===== src/encoder_bank_accumulator_defines.svh =====
// Assertion macros for the encoder bank accumulator.
`ifndef ENCODER_BANK_ACCUMULATOR_DEFINES_SVH
`define ENCODER_BANK_ACCUMULATOR_DEFINES_SVH
`ifndef NO_ASSERTIONS
// Condition holds in the same cycle as the trigger.
`define EBA_ASSERT_NOW(label, trig, cond) \
  label: assert property (@(posedge clk) disable iff (rst) (trig) |-> (cond)) \
    else $error("eba check failed");
// Condition holds in the cycle after the trigger.
`define EBA_ASSERT_NEXT(label, trig, cond) \
  label: assert property (@(posedge clk) disable iff (rst) (trig) |=> (cond)) \
    else $error("eba check failed");
`else
`define EBA_ASSERT_NOW(label, trig, cond)
`define EBA_ASSERT_NEXT(label, trig, cond)
`endif
`endif


===== src/eba_pkg.sv =====
// Shared types and constants of the encoder bank accumulator.
`default_nettype none
package eba_pkg;

  localparam int MAX_ENCODERS     = 8;
  localparam int NUM_ENCODERS_DEF = 4;
  localparam int COUNT_W          = 8;
  localparam int BANK_W           = 2;
  localparam int BANKS            = 4;

  localparam logic signed [COUNT_W-1:0] COUNT_MAX = 8'sd64;
  localparam logic signed [COUNT_W-1:0] COUNT_MIN = -8'sd64;

  // Item operation codes; code 3 is unused: it changes no counter and returns a zero result.
  typedef enum logic [1:0] {
    ACT_POLL  = 2'd0,
    ACT_READ  = 2'd1,
    ACT_CLEAR = 2'd2
  } action_t;

  // Command broadcast to every lane.
  typedef struct packed {
    logic accept;
    logic poll;
    logic clear;
    logic shift;
  } lane_cmd_t;

endpackage
`default_nettype wire


===== src/eba_lane.sv =====
// One encoder lane: step detection and four saturating bank counters.
`default_nettype none
module eba_lane
  import eba_pkg::*;
(
  input  wire logic                      clk,
  input  wire logic                      rst,
  input  wire lane_cmd_t                 cmd,
  input  wire logic [1:0]                enc_bits,
  input  wire logic                      button,
  input  wire logic [BANK_W-1:0]         read_bank,
  output logic                           moved,
  output logic signed [COUNT_W-1:0]      rd_count
);

  logic                       prev_b;
  logic signed [COUNT_W-1:0]  cnt [BANKS];
  logic [BANK_W-1:0]          bank;
  logic                       step;
  logic                       up;

  // Bank order: normal, shift, button, button with shift
  assign bank  = {button, cmd.shift};
  assign step  = enc_bits[1] ^ prev_b;
  assign up    = (enc_bits[0] == enc_bits[1]);
  assign moved = cmd.poll & step;

  // Previous phase bit, kept across clears
  always_ff @(posedge clk) begin
    if (rst) begin
      prev_b <= 1'b0;
    end else if (cmd.accept && cmd.poll) begin
      prev_b <= enc_bits[1];
    end
  end

  // Bank counters
  for (genvar k = 0; k < BANKS; k++) begin : g_bank
    always_ff @(posedge clk) begin
      if (rst) begin
        cnt[k] <= '0;
      end else if (cmd.accept) begin
        if (cmd.clear) begin
          cnt[k] <= '0;
        end else if (moved && bank == BANK_W'(k)) begin
          if (up) begin
            if (cnt[k] < COUNT_MAX) cnt[k] <= cnt[k] + 8'sd1;
          end else begin
            if (cnt[k] > COUNT_MIN) cnt[k] <= cnt[k] - 8'sd1;
          end
        end
      end
    end
  end

  // Read select
  always_comb begin
    unique case (read_bank)
      2'd0:    rd_count = cnt[0];
      2'd1:    rd_count = cnt[1];
      2'd2:    rd_count = cnt[2];
      default: rd_count = cnt[3];
    endcase
  end

endmodule
`default_nettype wire


===== src/eba_merge.sv =====
// Merge stage: combines lane results into the registered output.
`default_nettype none
module eba_merge
  import eba_pkg::*;
#(
  parameter int NUM_ENCODERS = NUM_ENCODERS_DEF
) (
  input  wire logic                          clk,
  input  wire logic                          rst,
  input  wire logic                          in_valid,
  output logic                               in_ready,
  input  wire logic [1:0]                    action,
  input  wire logic [2:0]                    read_encoder,
  input  wire logic signed [COUNT_W-1:0]     lane_count [NUM_ENCODERS],
  input  wire logic [NUM_ENCODERS-1:0]       lane_moved,
  output logic                               out_valid,
  input  wire logic                          out_ready,
  output logic signed [COUNT_W-1:0]          count_value,
  output logic [MAX_ENCODERS-1:0]            moved_mask
);

  logic signed [COUNT_W-1:0]  sel_count;
  logic [MAX_ENCODERS-1:0]    mask_next;
  logic                       accept;

  assign in_ready = !out_valid || out_ready;
  assign accept   = in_valid && in_ready;

  // Pick the read counter; missing encoders read as zero
  always_comb begin
    sel_count = '0;
    for (int i = 0; i < NUM_ENCODERS; i++) begin
      if (action == ACT_READ && read_encoder == 3'(i)) sel_count = lane_count[i];
    end
  end

  // Moved mask, upper encoders never step
  always_comb begin
    mask_next = '0;
    for (int i = 0; i < NUM_ENCODERS; i++) begin
      mask_next[i] = lane_moved[i];
    end
  end

  // Output register
  always_ff @(posedge clk) begin
    if (rst) begin
      out_valid <= 1'b0;
    end else if (accept) begin
      out_valid <= 1'b1;
    end else if (out_ready) begin
      out_valid <= 1'b0;
    end
  end

  always_ff @(posedge clk) begin
    if (accept) begin
      count_value <= sel_count;
      moved_mask  <= mask_next;
    end
  end

endmodule
`default_nettype wire


===== src/encoder_bank_accumulator.sv =====
// Encoder bank accumulator: input channel, lane bank, merge stage.
//
// Usage:
//   Input channel in_valid/in_ready carries one item: a poll (action 0), a read
//   of one counter (action 1) or a clear of all counters (action 2).
//   Output channel out_valid/out_ready carries exactly one result per item:
//   count_value (read value, else zero) and moved_mask (encoders that stepped).
//   The result is registered and appears in the cycle after the input transfer.
//   Throughput: one item per cycle unless stalled; one lane per encoder updates
//   its four counters in parallel, and the single output register sets the rate.
//   A new item is taken while the held result is being taken in the same cycle.
//   When the receiver stalls, the result is held and in_ready drops until it
//   is taken; no item is lost.
//   Reset clears all counters, the stored phase bits and the output valid
//   flag; the block is ready in the cycle after reset.
`default_nettype none
`include "encoder_bank_accumulator_defines.svh"
module encoder_bank_accumulator
  import eba_pkg::*;
#(
  parameter int NUM_ENCODERS = NUM_ENCODERS_DEF
) (
  input  wire logic                        clk,
  input  wire logic                        rst,
  input  wire logic                        in_valid,
  output logic                             in_ready,
  input  wire logic [1:0]                  action,
  input  wire logic [2*MAX_ENCODERS-1:0]   encoder_bits,
  input  wire logic [MAX_ENCODERS-1:0]     button_held_mask,
  input  wire logic                        shift_held,
  input  wire logic [2:0]                  read_encoder,
  input  wire logic [BANK_W-1:0]           read_bank,
  output logic                             out_valid,
  input  wire logic                        out_ready,
  output logic signed [COUNT_W-1:0]        count_value,
  output logic [MAX_ENCODERS-1:0]          moved_mask
);

  lane_cmd_t                  cmd;
  logic signed [COUNT_W-1:0]  lane_count [NUM_ENCODERS];
  logic [NUM_ENCODERS-1:0]    lane_moved;

  // Command broadcast
  assign cmd.accept = in_valid && in_ready;
  assign cmd.poll   = (action == ACT_POLL);
  assign cmd.clear  = (action == ACT_CLEAR);
  assign cmd.shift  = shift_held;

  // Encoder lanes
  for (genvar i = 0; i < NUM_ENCODERS; i++) begin : g_lane
    eba_lane u_lane (
      .clk       (clk),
      .rst       (rst),
      .cmd       (cmd),
      .enc_bits  (encoder_bits[2*i +: 2]),
      .button    (button_held_mask[i]),
      .read_bank (read_bank),
      .moved     (lane_moved[i]),
      .rd_count  (lane_count[i])
    );
  end

  // Merge and output register
  eba_merge #(
    .NUM_ENCODERS (NUM_ENCODERS)
  ) u_merge (
    .clk          (clk),
    .rst          (rst),
    .in_valid     (in_valid),
    .in_ready     (in_ready),
    .action       (action),
    .read_encoder (read_encoder),
    .lane_count   (lane_count),
    .lane_moved   (lane_moved),
    .out_valid    (out_valid),
    .out_ready    (out_ready),
    .count_value  (count_value),
    .moved_mask   (moved_mask)
  );

  // Checks
  `EBA_ASSERT_NEXT(a_transfer_gives_result, in_valid && in_ready, out_valid)
  `EBA_ASSERT_NOW(a_stall_only_when_full, !in_ready, out_valid)
  `EBA_ASSERT_NOW(a_poll_has_no_count, out_valid && moved_mask != '0, count_value == '0)
  `EBA_ASSERT_NEXT(a_read_has_no_moves, in_valid && in_ready && action == ACT_READ, moved_mask == '0)
  `EBA_ASSERT_NOW(a_count_in_range, out_valid, count_value >= COUNT_MIN && count_value <= COUNT_MAX)

endmodule
`default_nettype wire


===== config.mk =====
export PLATFORM = sky130hd
export DESIGN_NAME = encoder_bank_accumulator
export DESIGN_NICKNAME = d
export VERILOG_FILES = /design/src/eba_pkg.sv /design/src/eba_lane.sv /design/src/eba_merge.sv /design/src/encoder_bank_accumulator.sv
export VERILOG_INCLUDE_DIRS = /design/src /design/src/src
export SDC_FILE = /design/constraint.sdc
export NUM_CORES = 1
export LEC_CHECK = 0
export ABC_AREA = 1
export BUFFER_PORTS_ARGS = -buffer_cell sky130_fd_sc_hd__buf_2
export CORE_ASPECT_RATIO = 0.8
export CORE_MARGIN = 2
export CORE_UTILIZATION = 45
export DETAILED_ROUTE_END_ITERATION = 6
export PLACE_DENSITY_LB_ADDON = 0.3
export SYNTH_ARGS = -nofsm -noshare
export SYNTH_HDL_FRONTEND = slang
export SYNTH_SLANG_ARGS = --single-unit

===== constraint.sdc =====
create_clock -name clk -period 6.4 [get_ports clk]
set_clock_uncertainty 0.05 [all_clocks]
set_input_delay 0.64 -clock clk [delete_from_list [all_inputs] [get_ports clk]]
set_output_delay 0.64 -clock clk [all_outputs]
set_load 0.01 [all_outputs]

==> results of run 1 <==
## cell usage after synthesis, types with 2 or more instances
cell,count
dfxtp_1,5
or2_0,3
inv_2,7
buf_4,7
inv_1,202
o21bai_1,6
xor2_1,111
a21oi_2,2
clkinv_1,2
o21ai_0,87
edfxtp_1,140
o21ai_1,9
nand2_1,478
nand2_2,3
o21ai_2,4
nand3_2,7
clkbuf_1,52
or2_2,6
buf_2,6
nor3_1,23
nand4_1,50
nand3_1,289
nor2b_1,4
nand3b_1,12
nor2_2,7
nand3_4,4
a21oi_1,23
nor2_1,183
xnor2_1,12
ha_1,48
nor2_4,15
## worst paths after layout
kind / startpoint / endpoint / slack (ps)
max: u_merge.out_valid / g_lane[2].u_lane.cnt[2][4] / 3310
min: rst / u_merge.out_valid / 360
max reg2reg: u_merge.out_valid / g_lane[2].u_lane.cnt[2][4] / 3310
min reg2reg: g_lane[3].u_lane.prev_b / g_lane[3].u_lane.prev_b / 430
## sequential cells by signal, summed over array words and instances, names as in the netlist
| register | cells |
|---|---|
| g_lane.u_lane.cnt | 128 |
| g_lane.u_lane.prev_b | 4 |
| u_merge.count_value | 8 |
| u_merge.moved_mask | 4 |
| u_merge.out_valid | 1 |
## power by group through the flow
| stage | Sequential (uW) | Clock [uW] | Combinational (uW) |
|---|---|---|---|
| after floorplan | 1140 | 0 | 302 |
| final | 1170 | 1070 | 378 |
| after global routing | 1180 | 1110 | 424 |
| after global placement | 1190 | 0 | 364 |
| after detailed placement | 1190 | 0 | 371 |
| after CTS | 1170 | 1070 | 374 |
## metal layers
metal  up-vias  wire length, um  part of all wire, %  global-route usage, %
met2       498            14800                   43                   35.4
li1       5947                -                    -                      -
met3        63             2930                  8.4                   4.42
met5         -                0                    0                      0
met4         0              803                  2.3                   7.60
met1      5569            16200                   47                   34.7
## cell families after synthesis
group                      Yosys count
and+or+nand+nor                   1087
adders and majority gates           48
buffers and inverters              277
xor gates and xnor gates           123
DFF                                145
AOI/OAI and AO/OA                  134
other                                1
## stage by stage
stage                     cell area, um2  hold WS, ps  total power [uW]
final                              13800          361              2620
after global routing               13800          375              2720
after CTS                          13800          356              2610
after detailed placement           13100          415              1560
after global placement             13100          408              1550
after floorplan                    12700          393              1450
## layout make-up
cell class,instances,area [um2]
clock buffer,17,425
tap,370,463
sequential,145,4300
multi-input combinational,1396,7360
timing repair buffer,42,223
fill,2811,14300
inverter,211,792
clock inverter,15,185
==> qor.csv, run 1 <==
stage,metric,value,unit
finish,most frequent cells in the layout,"478 x nand2_1, 289 x nand3_1, 202 x inv_1, 182 x nor2_1, 140 x edfxtp_1",
detailed_routing,WL/cell,15.8,um
yosys,Yosys cell types,39,
die,full die area,0.0296,mm2
setup_path,WS Path Type,reg2reg,
yosys,Post-synth EDFFs,140,
setup_path,Critical Path Max Stage Delay,790,ps
power,sequential power share,44.8,%
grt,pin count of the biggest net entering global routing,27,
power,switching share of power,30.2,%
grt,vias in the first global route,10947,
finish,layout cells sized above 1,7.34,%
timing,setup TNS,0,ps
die,Die H,154,um
setup_path,"Req. time, crit path",6450,ps
grt,first-pass GRT wire length,55.9,mm
timing,fmax,324,MHz
placed_design,DP HPWL,25.9,mm
yosys,ys flop type,edfxtp_1,
setup_path,R2R depth,6,
clocking,CTS Hold Bufs,0,
power,Leak,0.00613,uW
clocking,CTS tree,built,
setup_path,Worst Setup End Kind,flop,
finish,Final Util,49.0,%
yosys,"Seq/Total Area, Yosys",33.8,%
detailed_routing,drt pass-1 iters,5,
yosys,top cell type's share of synthesized area,33.0,%
timing,Final WS setup,3310,ps
clocking,root buffer cell,clkbuf_16,
setup_path,worst-path fanout max,15,
clocking,clk buf depth,2,
die,core area,0.0281,mm2
placed_design,DP Worst Slack,2930,ps
yosys,Compound-Gate Fraction of Synth Area,5.60,%
setup_path,CP bufs+invs,1,
yosys,Yosys warning total,0,
clocking,clk_lat worst skew,450,ps
yosys,post-synthesis mux area share,0,%
yosys,synthesized instance count,1815,
yosys,Syn Area/Cell,7.01,um2
detailed_routing,final WL,34.8,mm
power,Clock power frac,40.7,%
timing,final setup violation count,0,
power,worst vdd ir,0.000166,V
detailed_routing,DRC Markers,0,
placed_design,routability congestion estimate from global placement,0.945,
detailed_routing,via count,12077,
timing,"Min Clock Period, post-route",3090,ps
finish,"Area growth, synth to finish",8.07,%
die,I/O pin cnt,54,
grt,GRT overflow,0,
setup_path,most common cell type on the critical path,nand3_1,
timing,Final Max Slew Viols,0,
power,P_int,1830,uW
finish,"commonest non-fill, non-tap cell in the layout",nand2_1,
placed_design,Inst Count DP,2164,
yosys,"Async S/R FF share, synth",0,%
clocking,number of buffers created by CTS,17,
yosys,synth top area cells,"edfxtp_1 33%, nand2_1 14%, nand3_1 11%",
yosys,Post-Synth Adder-Cell Area,4.72,%
finish,fin cells,2196,
power,Pwr Density,190,mW/mm2
detailed_routing,Via-to-Cell Ratio,5.50,
yosys,xor and xnor area share after synthesis,8.47,%
placed_design,IO Port Bufs,37,
clocking,"Reg clk slew, reported paths",60,ps
finish,fin nets,1897,
timing,RSZ-0062 raised after global routing,no,
clocking,# Post-CTS Setup Buffers,0,
status,status,"finished, final reports clean",
grt,antenna violations before repair,0,
timing,Final Cycle Share,48.3,%
clocking,Clock Sinks,145,
power,Comb power frac,14.5,%
yosys,top cell type by total area after synthesis,edfxtp_1,
die,Rows,55,
hold_path,WHS Path Cells,2,
timing,Final Hold Viols,0,
yosys,combinational family with the most area after synthesis,simple AND/OR/NAND/NOR gates,
detailed_routing,Iter 0 DRT Violations,1210,
grt,aggregate global-route resource usage,23.8,%
clocking,H-tree depth,4,
hold_path,worst hold path class,in2reg,
setup_path,Worst EP arrival,3140,ps
yosys,Synth Cell Area,0.0127,mm2
yosys,simple-gate share of the synthesized area,38.9,%
setup_path,startpoint type of the worst setup path,flop,
setup_path,number of cells on the critical path,6,
yosys,number of synthesized register bits,145,
setup_path,Worst path top cell family by delay,simple AND/OR/NAND/NOR gates,
setup_path,slowest CP cell,nor2_1,
finish,diode count,0,
die,starting density of the core,45.3,%
detailed_routing,Final ANT Viol Nets,0,
die,die width,192,um
job,Max-Cap Viols,0,
power,switching pwr,791,uW
clocking,post-cts repair resize count,0,
timing,Tightest Pin Transition,911,ps
timing,Slew headroom,39.0,%
setup_path,crit-path cells,a21oi_2 > buf_4 > nand2_2 > nor2_1 > nand3_1 > nand3_1,
Note: power is estimated with default switching activity, not from simulation.
==> run 2: changes to the inputs <==
==> constraint.sdc (replaced) <==
create_clock -name clk -period 3.25 [get_ports clk]
set_clock_uncertainty 0.05 [all_clocks]
set_input_delay 0.325 -clock clk [delete_from_list [all_inputs] [get_ports clk]]
set_output_delay 0.325 -clock clk [all_outputs]
set_load 0.01 [all_outputs]
==> run 2 against run 1 <==
- clock power rose by 87%
- design area grew 0.20%
- register-to-register slack worse by 2500 ps
- routed wire length up 1.6%
- critical path depth up 1
- first-iteration DRC count rose by 3.2%
- combinational power rose by 99%
- clock-buffer cell count increased by 2
- fmax rose by 26%
- final cell count grew 0.41%
- total power rose by 93%
- critical endpoint is now g_lane[1].u_lane.cnt[0][7]
- largest cell class unchanged
- largest power group unchanged
==> qor.csv, run 2 (synthesis gave the netlist of run 1 again) <==
stage,metric,value,unit,change
setup_path,"Req. time, crit path",3290,ps,-3160 ps
finish,diode count,0,,unchanged
job,Max-Cap Viols,0,,unchanged
setup_path,Critical Path Max Stage Delay,470,ps,-320 ps
timing,Fin Hold WS,53.5,ps,-308 ps
setup_path,slowest CP cell,nor2_4,,
setup_path,reg-to-reg setup timing slack,790,ps,-2520 ps
finish,max reg flops,128,,unchanged
grt,met2 global-route usage,36.5,%,+1.1 points
setup_path,Worst EP arrival,2500,ps,-640 ps
placed_design,DP HPWL,26.3,mm,+1.6%
die,core area,0.0281,mm2,unchanged
clocking,number of buffers created by CTS,17,,unchanged
timing,RSZ-0062 raised after global routing,no,,
power,Pwr Density,367,mW/mm2,+93%
timing,Final Hold Viols,0,,unchanged
detailed_routing,Final ANT Viol Nets,0,,unchanged
placed_design,IO Port Bufs,37,,unchanged
setup_path,most common cell type on the critical path,nand2_1,,
clocking,"Reg clk slew, reported paths",60,ps,about the same
clocking,root buffer cell,clkbuf_16,,
setup_path,Critical R2R Capture,g_lane[1].u_lane.cnt[0][7],,
timing,final setup violation count,0,,unchanged
clocking,# Post-CTS Setup Buffers,0,,unchanged
detailed_routing,drt pass-1 iters,5,,unchanged
finish,fin cells,2205,,+0.41%
finish,Top reg by flops,g_lane.u_lane.cnt,,
setup_path,crit-path cells,nand2_1 > nand2_1 > nor2_4 > nand2_1 > nor2_4 > nand2_1 > nand3_1,,
setup_path,Worst Setup End Kind,flop,,
finish,most frequent cells in the layout,"478 x nand2_1, 289 x nand3_1, 202 x inv_1, 182 x nor2_1, 140 x edfxtp_1",,
setup_path,startpoint type of the worst setup path,flop,,
detailed_routing,WL/cell,16.0,um,+1.2%
clocking,Clock Sinks,145,,unchanged
timing,Slew headroom,46.7,%,+7.7 points
clocking,clk buf depth,2,,unchanged
placed_design,routability congestion estimate from global placement,0.952,,+0.72%
die,Die H,154,um,unchanged
timing,Tightest Pin Transition,796,ps,-116 ps
timing,fmax,407,MHz,+26%
die,I/O pin cnt,54,,unchanged
die,full die area,0.0296,mm2,unchanged
clocking,post-cts repair resize count,0,,unchanged
clocking,CTS Hold Bufs,0,,unchanged
detailed_routing,DRC Markers,0,,unchanged
grt,aggregate global-route resource usage,24.3,%,+0.50 points
grt,M1 GR Usage,35.7,%,+0.95 points
clocking,CTS tree,built,,
clocking,H-tree depth,4,,unchanged
grt,vias in the first global route,10942,,-0.046%
setup_path,WS Path Type,reg2reg,,
setup_path,Crit. Startpoint,u_merge.out_valid,,
timing,setup TNS,0,ps,unchanged
finish,fin nets,1906,,+0.47%
timing,"Min Clock Period, post-route",2460,ps,-634 ps
die,Rows,55,,unchanged
grt,GRT overflow,0,,unchanged
clocking,clk_lat worst skew,440,ps,about the same
finish,"Area growth, synth to finish",8.29,%,
detailed_routing,final WL,35.3,mm,+1.6%
setup_path,R2R depth,7,,+1
die,starting density of the core,45.3,%,unchanged
power,Leak,0.00616,uW,+0.47%
timing,Final Cycle Share,75.5,%,+27 points
finish,layout cells sized above 1,7.63,%,+0.29 points
setup_path,worst-path fanout max,12,,-3
setup_path,worst setup path end,g_lane[1].u_lane.cnt[0][7],,
detailed_routing,Via-to-Cell Ratio,5.50,,about the same
power,worst vdd ir,0.000365,V,+120%
placed_design,Inst Count DP,2173,,+0.42%
finish,"commonest non-fill, non-tap cell in the layout",nand2_1,,
grt,pin count of the biggest net entering global routing,27,,unchanged
grt,antenna violations before repair,0,,unchanged
finish,fill count,2802,,-0.32%
die,die width,192,um,unchanged
detailed_routing,Iter 0 DRT Violations,1249,,+3.2%
timing,Final Max Slew Viols,0,,unchanged
detailed_routing,via count,12132,,+0.46%
grt,first-pass GRT wire length,56.9,mm,+1.8%
grt,GRT busiest layer,met2,,
status,status,"finished, final reports clean",,
finish,biggest regs,"g_lane.u_lane.cnt: 128 flops, u_merge.count_value: 8 flops",,
hold_path,worst hold path class,in2reg,,
setup_path,reg2reg start,u_merge.out_valid,,
grt,M3 GR Usage,3.65,%,-0.77 points
run 2: per-stage QoR:
stage	worst slack (ps)	util (%)	cell area (um2)	power [uW]
global route	654	49.1	13800	5260
CTS	808	49.1	13800	5060
floorplan	1090	-	12700	2850
global placement	541	47.0	13200	3070
detailed placement	496	47.0	13200	3090
finish	795	49.1	13800	5060
run 2: worst min-delay path by stage:
stage                            startpoint                 endpoint  slack [ps]  depth (start not counted)
global placement    g_lane[3].u_lane.prev_b  g_lane[3].u_lane.prev_b         410                          2
floorplan                               rst        u_merge.out_valid         340                          1
global route                            rst        u_merge.out_valid          80                          2
detailed placement  g_lane[0].u_lane.prev_b  g_lane[0].u_lane.prev_b         420                          2
CTS                                     rst        u_merge.out_valid          50                          2
finish                                  rst        u_merge.out_valid          50                          2
run 2: where the power goes:
| group | leakage [uW] | total (uW) | switching, uW | internal [uW] |
|---|---|---|---|---|
| clock | 0.000263 | 2000 | 868 | 1130 |
| combinational | 0.00439 | 754 | 513 | 240 |
| sequential | 0.00150 | 2310 | 161 | 2150 |
run 2: routing by layer:
metal / vias up / routed length [um]
met3: 67 / 2690
met1: 5597 / 16600
li1: 5979 / -
met2: 489 / 15200
met5: - / 0
met4: 0 / 831
run 2: worst max-delay path: cells and delay by family, from the launching register on:
family | cells | cell delay, ps
flops | 1 | 330
simple gates | 7 | 1730
run 2: cell type report:
| type | instances | area (um2) | share of cell area, % |
|---|---|---|---|
| multi-input combinational | 1396 | 7360 | 53.4 |
| clock inverter | 13 | 138 | 0.999 |
| tap | 370 | 463 | 3.36 |
| sequential | 145 | 4300 | 31.2 |
| timing repair buffer | 51 | 290 | 2.11 |
| inverter | 211 | 792 | 5.75 |
| clock buffer | 19 | 433 | 3.14 |
